### config.mk
export PLATFORM = sky130hd
export DESIGN_NAME = isort_cell
export DESIGN_NICKNAME = d
export VERILOG_FILES = /design/src/sv/isort_pkg.sv /design/src/sv/isort_cell.sv
export SDC_FILE = /design/constraint.sdc
export NUM_CORES = 1
export LEC_CHECK = 0
export ABC_AREA = 1
export BUFFER_PORTS_ARGS = -buffer_cell sky130_fd_sc_hd__clkbuf_2
export CAP_MARGIN = 20
export CORE_MARGIN = 2
export CORE_UTILIZATION = 30
export CTS_BUF_LIST = sky130_fd_sc_hd__clkbuf_8
export CTS_CLUSTER_DIAMETER = 150
export DETAILED_ROUTE_END_ITERATION = 10
export GPL_TIMING_DRIVEN = 1
export PLACE_DENSITY = 0.54
export SETUP_SLACK_MARGIN = 0.2
export SLEW_MARGIN = 25
export SYNTH_ARGS = -nofsm -noshare
export SYNTH_HDL_FRONTEND = slang
export SYNTH_SLANG_ARGS = --single-unit
### constraint.sdc
create_clock -name clk -period 6.4 [get_ports clk]
set_input_delay 0.64 -clock clk [delete_from_list [all_inputs] [get_ports clk]]
set_output_delay 0.64 -clock clk [all_outputs]
set_load 0.02 [all_outputs]
### src/sv/isort_pkg.sv
// isort_pkg: shared types for the insertion sort engine.
// Used by isort_cell and insertion_sort_engine; depends on nothing else.
`default_nettype none

package isort_pkg;

  localparam int unsigned DataWidth = 32;

  typedef logic signed [DataWidth-1:0] data_t;

  // Command broadcast to every cell of the chain.
  typedef struct packed {
    logic  insert;   // place value into the sorted chain
    logic  shift;    // move every entry one cell toward the head
    data_t value;    // value being inserted
  } cell_ctrl_t;

  // What a cell shows to its neighbors.
  typedef struct packed {
    logic  valid;    // cell holds an entry
    logic  gt;       // held entry is strictly greater than the broadcast value
    data_t data;     // held entry
  } cell_link_t;

endpackage

`default_nettype wire

### src/sv/isort_cell.sv
// isort_cell: one slot of the systolic insertion chain.
// Depends on isort_pkg for the command and neighbor link types.
`default_nettype none

module isort_cell (
  input  logic                   clk,
  input  logic                   rst,
  input  isort_pkg::cell_ctrl_t  ctrl,
  input  isort_pkg::cell_link_t  left_link,
  input  isort_pkg::cell_link_t  right_link,
  output isort_pkg::cell_link_t  link
);
  import isort_pkg::*;

  logic  valid;
  data_t data;
  logic  gt;
  logic  take;
  data_t take_data;

  // Compare the held entry against the broadcast value
  assign gt = valid && (data > ctrl.value);

  // Load on insert when this entry moves down or the open slot is next in line
  assign take      = gt || (!valid && left_link.valid);
  assign take_data = left_link.gt ? left_link.data : ctrl.value;

  // Hold, insert or shift toward the head
  always_ff @(posedge clk) begin
    if (rst) begin
      valid <= 1'b0;
    end else if (ctrl.shift) begin
      valid <= right_link.valid;
    end else if (ctrl.insert && take) begin
      valid <= 1'b1;
    end
  end

  always_ff @(posedge clk) begin
    if (ctrl.shift) begin
      data <= right_link.data;
    end else if (ctrl.insert && take) begin
      data <= take_data;
    end
  end

  assign link.valid = valid;
  assign link.gt    = gt;
  assign link.data  = data;

endmodule

`default_nettype wire
==> Yosys cells after proc, flatten, opt, wreduce, memory -nomap -nowiden <==
Index checks and enable logic that the tools add are counted.
{ "word_totals": {"reg_bits": 33, "latchBits": 0, "ramBits": 0, "romBits": 0, "out_inout_bits": 34, "n_memories": 0} }
{ "classes": {"addsub": 0, "n_mul": 0, "div_mod_pow": 0, "magnitude_cmp": 1, "n_eq_ne": 0, "shift": 0, "n_mux": 5, "n_bitwise": 0, "reduce_logical": 6} }
{ "op_table": {"columns": ["operator", "n"], "rows": [
  ["$mux W32", 3],
  ["$gt A32 B32 Y1", 1],
  ["$logic_and A1 B1 Y1", 3],
  ["$mux W1", 2],
  ["$reduce_bool A2 Y1", 1],
  ["$logic_not A1 Y1", 1],
  ["$logic_or A1 B1 Y1", 1]
]} }

==> Logic depth before layout (Yosys ltp) <==
Gate-level depths: netlist of the first run.
{ "logic_depth": {"depth_word": 6, "mapped_depth": 18, "ltp_nobuf": 18} }

==> Worst setup path before layout of the first run <==
OpenSTA, ideal clock, no wires.
{ "synth_path": {"path_type": "input port to flip-flop", "startpoint": "input ctrl[23] (netlist bit)", "endpoint": "register data[0] (enable)", "arrival_time_ns": 2.420, "t_required_ns": 6.010, "path_slack_ns": 3.591, "cell_stages": 12, "path_cell_list": "inv_1 -> ha_1 -> nand2_1 -> nor2_1 -> nand2_1 -> nor3b_2 -> nand2_1 -> nand3_1 -> nand3_2 -> nand2_1 -> nand2_1 -> nand2_1"} }
{ "synth_between": {"elab_chain_len": 5} }
{ "synth_lines": {"columns": ["element", "line_no", "source"], "rows": [
  ["start: declaration", "isort_cell.sv:8", "input isort_pkg::cell_ctrl_t ctrl,"],
  ["$gt A32 B32 Y1", "isort_cell.sv:22", "assign gt = valid && (data > ctrl.value);"],
  ["$logic_and A1 B1 Y1", "isort_cell.sv:22", null],
  ["$logic_or A1 B1 Y1", "isort_cell.sv:25", "assign take = gt || (!valid && left_link.valid);"],
  ["$logic_and A1 B1 Y1", "isort_cell.sv:42", "end else if (ctrl.insert && take) begin"],
  ["$reduce_bool A2 Y1 (no line)", null, null],
  ["end signal: assignment", "isort_cell.sv:41", "data <= right_link.data;"],
  ["end signal: assignment", "isort_cell.sv:43", "data <= take_data;"],
  ["end: declaration", "isort_cell.sv:16", "data_t data;"]
]} }
Every way passes these cells.
A chain may end at the register's enable or synchronous reset.

==> summary.txt, run 1 <==
CTS
  – TritonCTS Sinks: 33
  – CTS root buf: clkbuf_8
  – Post-CTS Resized: 0
  – TritonCTS clock tree: built
  – H-tree depth: 2
  – Clk slew on worst S/H paths: 0.07 ns
  – Post-CTS Hold Buffers: 0
  – Cts bufs inserted: 5
  – Post-CTS setup buffer count: 0
  – Worst-case clock buffer depth: 2
  – Worst-skew pair later-pin latency: 0.28 ns

Logic synthesis
  – Mapped Nets: 443
  – Most common flop cell mapped by yosys: edfxtp_1
  – Mapped cell area: 2600 um2
  – Leading area contributor after synthesis: edfxtp_1
  – Post-synthesis register bit count: 33
  – Synth warn: 0
  – Yosys top cell area share: 0.370
  – Number of synthesized flops with an enable pin: 32
  – Async set-or-reset flop fraction in the synthesized netlist: 0
  – Cell with the most instances after synthesis: nand2_1
  – Cells after Synth: slightly above 300
  – Commonest cells in the netlist: 71 x nand2_1, 45 x inv_1, 32 x edfxtp_1, 32 x ha_1, 31 x o21a_1
  – Largest cells by area after synthesis: edfxtp_1 37%, ha_1 15%, nand2_1 10%, o21a_1 9.0%, o211ai_1 8.4%
  – Yosys cell types: 25
  – Post-synthesis sequential area ratio: 0.378
  – Syn avg cell area: ~8.5 um2

Finish
  – Area grow syn2layout: 32.3%
  – Number of diodes: 0
  – Post-route insts no fill: 542
  – Layout Nets: 572
  – Share of post-route cells with drive strength above 1: 0.339

Global route
  – Most used routing layer: met2
  – GRT Overall Usage: 0.137
  – Global-route wire length before repair: ~11,000 um
  – Initial antenna violation count: 0
  – Met2 Usage GRT: 0.233
  – Met3 usage: 0.0441
  – Congestion Overflow GR: 0
  – Met1 Usage GRT: 0.172
  – Vias in the first global route: 2,353
  – Pin count of the biggest net entering global routing: 64

Routing
  – # DRC: 0
  – 1st-pass router iterations: 4
  – Routed Antenna Nets: 0
  – Via density: 4.58
  – Total wire length: between 6000 and 7000 um
  – Post-DR wirelength/cell: 12.0 um
  – Via Count: 2,484
  – Drt initial violations: 74

Floorplan
  – Ports: 138
  – Die height: slightly below 100 um
  – Num rows: 33
  – Die area: 9410 um2
  – DIE WIDTH: 97.0 um
  – Core area: between 8000 and 9000 um2
  – Initial cell density of the core: 0.313

Timing
  – Final WS setup: 3.68 ns
  – Fmax: between 300 and 400 MHz
  – Final hold vios: 0
  – Final setup viols: 0
  – Final Slew Violations: 0
  – Setup total negative slack: 0 ns
  – Time the worst path needs with I/O delays and setup: 2.72 ns
  – Slew margin rel.: 0.460
  – RSZ-0062 raised after global routing: false
  – Clock skew: 0.00488 ns
  – Slew @ Worst Pin: approximately 0.81 ns
  – Period utilization: 0.424

Critical path
  – Crit-path max cell delay: ~0.33 ns
  – CP Cell Sequence: clkbuf_2, inv_1, ha_1, nand2_1, nor2_2, nand2_2, nor2_1, nand3b_1, inv_1, nor2_2, nand3_2, inv_1, clkbuf_2
  – WP data arrival: about 2.1 ns
  – Max stage delay cell, worst path: ha_1
  – Worst Setup Start Kind: primary input
  – Crit. End Element: primary output
  – Worst setup path category: primary input to primary output
  – Worst-path maximum fanout: 4
  – Crit path top cell by count: inv_1
  – Critical Path RT: 5.76 ns

Power
  – Pwr per Cell Area: 182 nW/um2
  – Clk network pwr share: 0.239
  – Switching portion of total power: 0.324
  – Maximum VDD drop: 102 uV
  – Leakage dissipation: 1.78 nW
  – Comb power frac: 0.320
  – Internal Power: 0.000422 W
  – Sequential power share: 0.441
  – Net Switching: 0.000203 W

Place
  – Routability cong.: 0.716
  – Post-DP HPWL: 5150 um
  – Placed cell count: 534
  – Pre-CTS setup slack: 3.59 ns
  – Port-buffer cells: 136

Min path
  – Hold crit path type: primary input to flip-flop

Run status
  – Status: completed

Flow run
  – # Max-Cap Violations: 0
## final timing paths
kind             from       end  slack, ns  depth (start not counted)
max          ctrl[31]  link[32]       3.68                         13
min               rst     valid       0.52                          2
max reg2reg  data[31]   data[5]       3.95                         12
min reg2reg     valid     valid       0.57                          2
## critical path: cells and delay by family
kind	cells	cell delay, ns
and+or+nand+nor	7	0.71
adders and majority gates	1	0.33
buffers and inverters	5	0.40
## registers in the layout, indices dropped and copies added (netlist names)
register / cells
data: 32
valid: 1
## layer usage
layer / up-vias / part of all wire
li1: 1312 / -
met1: 1093 / 0.43
met2: 77 / 0.48
met3: 2 / 0.083
met4: 0 / 0.0052
met5: - / 0
## cells by family (layout without fill, tap and decap cells)
| family | after synthesis | after routing | share of synthesized area |
|---|---|---|---|
| AND/OR/NAND/NOR | 96 | 96 | 0.153 |
| AO/OA/AOI/OAI | 84 | 84 | 0.222 |
| buffers and inverters | 62 | 192 | 0.0930 |
| flip-flops | 33 | 33 | 0.378 |
| adder cells (fa/ha/maj) | 32 | 32 | 0.154 |
## cells in the final DEF, fill, tap and decap left out
cell | Yosys | layout
ha_1 | 32 | 32
o21a_1 | 31 | 31
clkbuf_2 | 0 | 135
a211oi_1 | 1 | 1
nor3_1 | 1 | 1
nand3_1 | 4 | 4
inv_1 | 45 | 48
nand2_2 | 1 | 1
nor3b_2 | 1 | 1
nor2_2 | 2 | 2
a21o_1 | 1 | 1
nand3b_1 | 1 | 1
o21ai_0 | 2 | 2
nor2_1 | 12 | 12
nand3_2 | 1 | 1
nand4_1 | 2 | 2
o211ai_1 | 29 | 29
buf_4 | 2 | 1
clkinv_1 | 1 | 1
dfxtp_1 | 1 | 1
a21oi_1 | 20 | 20
clkbuf_4 | 0 | 1
clkinv_2 | 0 | 1
edfxtp_1 | 32 | 32
clkbuf_8 | 0 | 5
nand2_1 | 71 | 71
## final cells by class
class / instances / area, um2
timing repair buffer: 137 / 691
clock buffer: 5 / 68.8
fill: 859 / 4860
sequential: 33 / 981
tap: 105 / 131
multi-input combinational: 212 / 1370
inverter: 47 / 178
clock inverter: 3 / 11.3
## stage by stage
step	hold slack, ns	utilization	total power [W]	cell area [um2]
6_report	0.518	0.414	0.000625	3430
5_1_grt	0.527	0.414	0.000669	3430
4_1_cts	0.513	0.414	0.000637	3430
3_5_place_dp	0.565	0.404	0.000483	3350
3_3_place_gp	0.569	0.404	0.000481	3350
2_1_floorplan	0.516	-	0.000409	2600
## power groups by stage
stage,sequential (W),clock (W),combinational (W)
2_1_floorplan,0.000305,0,0.000104
3_3_place_gp,0.000280,0,0.000201
3_5_place_dp,0.000281,0,0.000203
4_1_cts,0.000276,0.000158,0.000204
5_1_grt,0.000278,0.000164,0.000227
6_report,0.000275,0.000149,0.000200
(Power assumes the default switching activity.)
==> run 2, diff against run 1 <==
- PLACE_DENSITY: 0.54 -> 0.56
- clock period: 6.4 -> 2.3 ns (I/O delays scaled with it)
==> run 2 against run 1 <==
  * Sequential power grew to 2.8 times the previous value
  * Combinational power grew to 3.8 times the previous value
  * Cell area up 18%
  * Setup slack got worse by 3.5 ns
  * Sequential share of layout area decreased by 4.4 points
==> summary.txt, run 2 (synthesis gave the netlist of run 1 again) <==
Global route
  – GRT Overall Usage: 0.154 (+0.0171)
  – Global-route wire length before repair: 11,900 um (+10%)
  – Pin count of the biggest net entering global routing: 38 (-41%)
  – Congestion Overflow GR: 0 (unchanged)
  – Vias in the first global route: 2,664 (+13%)
  – Initial antenna violation count: 0 (unchanged)

CTS
  – TritonCTS Sinks: 33 (unchanged)
  – H-tree depth: 2 (unchanged)
  – Worst-skew pair later-pin latency: 0.29 ns (about the same)
  – Post-CTS Hold Buffers: 0 (unchanged)
  – Worst-case clock buffer depth: 2 (unchanged)
  – Cts bufs inserted: 5 (unchanged)
  – Clk slew on worst S/H paths: 0.07 ns (about the same)
  – TritonCTS clock tree: built
  – CTS root buf: clkbuf_8

Timing
  – Final WS setup: 0.135 ns (-3.55 ns)
  – Final setup viols: 0 (unchanged)
  – Final Slew Violations: 0 (unchanged)
  – Clock skew: 0.0104 ns (+0.00553 ns)
  – Slew margin rel.: 0.447 (-0.0138)
  – Slew @ Worst Pin: 0.829 ns (+0.0196 ns)
  – Period utilization: 0.941
  – RSZ-0062 raised after global routing: true
  – Time the worst path needs with I/O delays and setup: approximately 2.2 ns
  – Setup total negative slack: 0 ns (unchanged)
  – Fmax: approximately 460 MHz
  – Final hold vios: 0 (unchanged)

Place
  – Placed Area: 3420 um2 (+1.9%)
  – Post-DP HPWL: 5500 um (+6.9%)
  – Placed cell count: 535 (+0.19%)
  – Pre-CTS setup slack: 0.0540 ns (-3.53 ns)
  – Routability cong.: 0.736 (+2.7%)
  – Port-buffer cells: 136 (unchanged)

Finish
  – Layout Nets: 597 (+4.4%)
  – Commonest non-fill, non-tap cell in the layout: clkbuf_2
  – Layout fillers: 845 (-1.6%)
  – Final instance area: 4070 um2 (+18%)
  – Max reg flops: 32 (unchanged)
  – Post-route insts no fill: 567 (+4.6%)
  – Most frequent cells in the layout: 135 x clkbuf_2, 57 x nand2_1, 44 x inv_1
  – Largest regs: data x32, valid x1
  – Number of diodes: 0 (unchanged)
  – Most flops, register: data
  – Share of post-route cells with drive strength above 1: 0.483 (+0.144)
  – Area grow syn2layout: 56.7%

Floorplan
  – Die area: 9410 um2 (unchanged)
  – Num rows: 33 (unchanged)
  – Die height: 97.0 um (unchanged)
  – Ports: 138 (unchanged)
  – Initial cell density of the core: 0.313 (unchanged)
  – DIE WIDTH: 97.0 um (unchanged)
  – Core area: 8300 um2 (unchanged)

Critical path
  – Worst-path maximum fanout: 2 (-2)
  – WP data arrival: 1.93 ns (-0.15 ns)
  – Critical Path RT: 2.07 ns (-3.69 ns)
  – Worst setup path category: flip-flop to primary output
  – Worst Setup Start Kind: flip-flop
  – Crit. End Element: primary output

Routing
  – Total wire length: 7790 um (+20%)
  – 1st-pass router iterations: 4 (unchanged)
  – Via density: 4.72 (+2.9%)
  – Routed Antenna Nets: 0 (unchanged)
  – Drt initial violations: 29 (-61%)
  – Post-DR wirelength/cell: 13.7 um (+15%)
  – Via Count: 2,675 (+7.7%)
  – # DRC: 0 (unchanged)

Power
  – Pwr per Cell Area: 493 nW/um2 (+170%)
  – Leakage dissipation: 1.95 nW (+9.3%)
  – Maximum VDD drop: 182 uV (+78%)
  – Pwr Total: 0.00201 W (+220%)

Min path
  – Hold crit path type: primary input to flip-flop

Run status
  – Status: completed

Flow run
  – # Max-Cap Violations: 0 (unchanged)
-- run 2: cell count changes in the layout (fill, tap and decap cells not counted), sizes merged --
cell,previous run,this run
buf,1,24
clkinv,2,1
nand2,72,75
-- run 2: metrics by stage --
step / utilization / hold WS, ns
2_1_floorplan: - / 0.309
3_3_place_gp: 0.412 / 0.401
3_5_place_dp: 0.412 / 0.401
4_1_cts: 0.437 / 0.0919
5_1_grt: 0.490 / 0.102
6_report: 0.490 / 0.103
-- run 2: path summary, 6_finish.rpt --
kind	startpoint	to	cells after the start	slack [ns]
max	data[29]	link[32]	10	0.14
min reg2reg	valid	valid	2	0.59
min	rst	valid	2	0.10
max reg2reg	data[29]	data[14]	11	0.15
-- run 2: routing by layer --
layer,global-route usage,wire (um),up-vias
met5,0,0,-
met2,0.281,4080,71
met3,0.0441,479,6
met4,0.0358,68,0
li1,-,-,1370
met1,0.179,3160,1228
-- run 2: repair_timing --
item,CTS,global route
pin swaps,9,24
gates resized for setup,13,49
cloned,3,0
setup buffers,4,17
setup endpoints to repair,33,33
-- run 2: cell type report --
| cell class | count | area, um2 | share of cell area |
|---|---|---|---|
| sequential | 33 | 981 | 0.241 |
| tap | 105 | 131 | 0.0323 |
| inverter | 47 | 178 | 0.0437 |
| timing repair buffer | 159 | 892 | 0.219 |
| clock inverter | 2 | 7.51 | 0.00185 |
| multi-input combinational | 215 | 1800 | 0.441 |
| clock buffer | 6 | 82.6 | 0.0203 |
-- run 2: worst max-delay path, stage by stage (launching register included) --
cell and delay, ns:
edfxtp_1 0.44, ha_4 0.28, a21oi_1 0.18, o21a_1 0.13
nand2_1 0.07, a21oi_2 0.16, nand2_1 0.07, nand2_1 0.07
nand3_2 0.09, inv_2 0.07, buf_8 0.10
-- run 2: where the power goes --
group / internal [W] / switching, W
Combinational: 0.000361 / 0.000408
Clock: 0.000236 / 0.000220
Sequential: 0.000736 / 0.0000453
Total: 0.00133 / 0.000673
==> run 3, diff against run 2 <==
- CORE_UTILIZATION: 30 -> 42
- CTS_CLUSTER_DIAMETER: 150 -> default
- PLACE_DENSITY: 0.56 -> 0.76
==> run 3 against run 2 <==
  * Non-clock buffer count fell by 14
  * Routed wire length fell by 12%
  * Cell count fell by 7.8%
  * Maximum frequency fell by 1.5%
  * Flip-flop and latch count did not move
  * Setup slack got worse by 0.032 ns
  * Highest routed layer unchanged
==> summary.txt, run 3 (synthesis gave the netlist of run 1 again) <==
Floorplan
  – Die height: 82.6 um (-15%)
  – Ports: 138 (unchanged)
  – DIE WIDTH: 82.6 um (-15%)
  – Core area: 5960 um2 (-28%)
  – Initial cell density of the core: 0.436 (+0.123)
  – Num rows: 28 (-15%)
  – Die area: 6830 um2 (-27%)

Routing
  – Via Count: 2,639 (-1.3%)
  – Routed Antenna Nets: 0 (unchanged)
  – Post-DR wirelength/cell: 13.2 um (-4.2%)
  – 1st-pass router iterations: 4 (unchanged)
  – Via density: 5.05 (+7.0%)
  – # DRC: 0 (unchanged)
  – Drt initial violations: 76 (+160%)
  – Total wire length: 6880 um (-12%)

Critical path
  – WP data arrival: 1.97 ns (+0.04 ns)
  – Crit. End Element: primary output
  – CP Cell Sequence: ha_1, nand2_1, nor2_2, nand2_4, nor3b_2, nand2_2, nand3_1, nand3_2, inv_2, buf_8
  – Max stage delay cell, worst path: edfxtp_1
  – Critical Path RT: 2.07 ns (about the same)
  – Crit-path leading delay family: simple AND/OR/NAND/NOR gates
  – CP bufs+invs: 2 (unchanged)
  – Crit-path max cell delay: 0.39 ns (-0.05 ns)
  – Worst Setup Start Kind: flip-flop
  – Worst-path maximum fanout: 3 (+1)
  – Worst setup path category: flip-flop to primary output

Finish
  – Most frequent cells in the layout: 135 x clkbuf_2, 63 x nand2_1, 47 x inv_1
  – Largest regs: data x32, valid x1
  – Commonest non-fill, non-tap cell in the layout: clkbuf_2
  – Share of post-route cells with drive strength above 1: 0.408 (-0.0742)
  – Most flops, register: data
  – Layout Nets: 583 (-2.3%)
  – Max reg flops: 32 (unchanged)
  – Layout fillers: 539 (-36%)
  – Area grow syn2layout: 42.6%
  – Number of diodes: 0 (unchanged)

Place
  – Port-buffer cells: 136 (unchanged)
  – Post-DP HPWL: 5230 um (-4.9%)
  – Routability cong.: 0.814 (+11%)

Global route
  – GRT Overall Usage: 0.202 (+0.0479)
  – Global-route wire length before repair: 10,600 um (-11%)
  – Pin count of the biggest net entering global routing: 37 (-2.6%)
  – Congestion Overflow GR: 0 (unchanged)
  – Initial antenna violation count: 0 (unchanged)
  – Vias in the first global route: 2,527 (-5.1%)

Timing
  – Slew @ Worst Pin: 0.805 ns (-0.0243 ns)
  – Final hold vios: 0 (unchanged)
  – Final Slew Violations: 0 (unchanged)
  – Period utilization: 0.955 (+0.0140)
  – Time the worst path needs with I/O delays and setup: 2.20 ns (+0.0322 ns)
  – Final setup viols: 0 (unchanged)
  – Setup total negative slack: 0 ns (unchanged)
  – RSZ-0062 raised after global routing: true
  – Slew margin rel.: 0.463 (+0.0162)
  – Clock skew: 0.00549 ns (-0.00493 ns)
  – Fmax: 455 MHz (-1.5%)

Run status
  – Status: completed

CTS
  – TritonCTS Sinks: 33 (unchanged)
  – Worst-case clock buffer depth: 2 (unchanged)
  – TritonCTS clock tree: built
  – Clk slew on worst S/H paths: 0.07 ns (about the same)
  – H-tree depth: 2 (unchanged)
  – CTS root buf: clkbuf_8
  – Cts bufs inserted: 5 (unchanged)
  – Post-CTS Hold Buffers: 0 (unchanged)
  – Worst-skew pair later-pin latency: 0.28 ns (about the same)

Flow run
  – # Max-Cap Violations: 0 (unchanged)

Power
  – Pwr per Cell Area: 499 nW/um2 (+1.2%)
  – Pwr Total: 0.00185 W (-7.9%)
  – Maximum VDD drop: 291 uV (+60%)
  – Leakage dissipation: 1.88 nW (-3.5%)

Min path
  – Hold crit path type: primary input to flip-flop
## run 3: repair_timing
action | CTS | global route
gates cloned | 3 | 0
resized for setup | 19 | 13
pin swaps | 14 | 12
buffers inserted | 4 | 3
endpoints found under the setup margin | 33 | 33
## run 3: final cells by class
cell class	instances	area (um2)	area share
timing repair buffer	145	783	0.212
clock inverter	3	11.3	0.00304
clock buffer	5	68.8	0.0186
tap	75	93.8	0.0253
sequential	33	981	0.265
multi-input combinational	215	1590	0.429
inverter	47	178	0.0480
## run 3: power by group
part	switching, W	leakage, nW	total, W	internal, W
registers	0.0000347	0.324	0.000770	0.000735
clock network	0.000211	0.0519	0.000413	0.000202
logic	0.000373	1.50	0.000665	0.000292
## run 3: path summary, 6_finish.rpt
kind	slack, ns	to	depth (start not counted)	start
max	0.10	link[32]	10	data[27]
min	0.11	valid	2	rst
max reg2reg	0.14	data[22]	11	data[27]
min reg2reg	0.59	valid	2	valid
## run 3: metal layers
metal / GRT usage / routed length [um] / up-vias
met5: 0 / 0 / -
met4: 0.0967 / 196 / 0
met3: 0.0348 / 375 / 21
met2: 0.348 / 3380 / 92
met1: 0.245 / 2930 / 1184
li1: - / - / 1342
## run 3: metrics by stage
| step | setup slack [ns] | hold slack [ns] | instances | util | cell area (um2) |
|---|---|---|---|---|---|
| global route | 0.00332 | 0.0946 | 523 | 0.622 | 3700 |
| detailed placement | 0.0707 | 0.401 | 505 | 0.567 | 3380 |
| floorplan | 0.202 | 0.309 | 307 | - | 2630 |
| global placement | 0.149 | 0.406 | 505 | 0.567 | 3380 |
| finish | 0.103 | 0.106 | 523 | 0.622 | 3700 |
| CTS | 0.0925 | 0.0959 | 520 | 0.607 | 3610 |
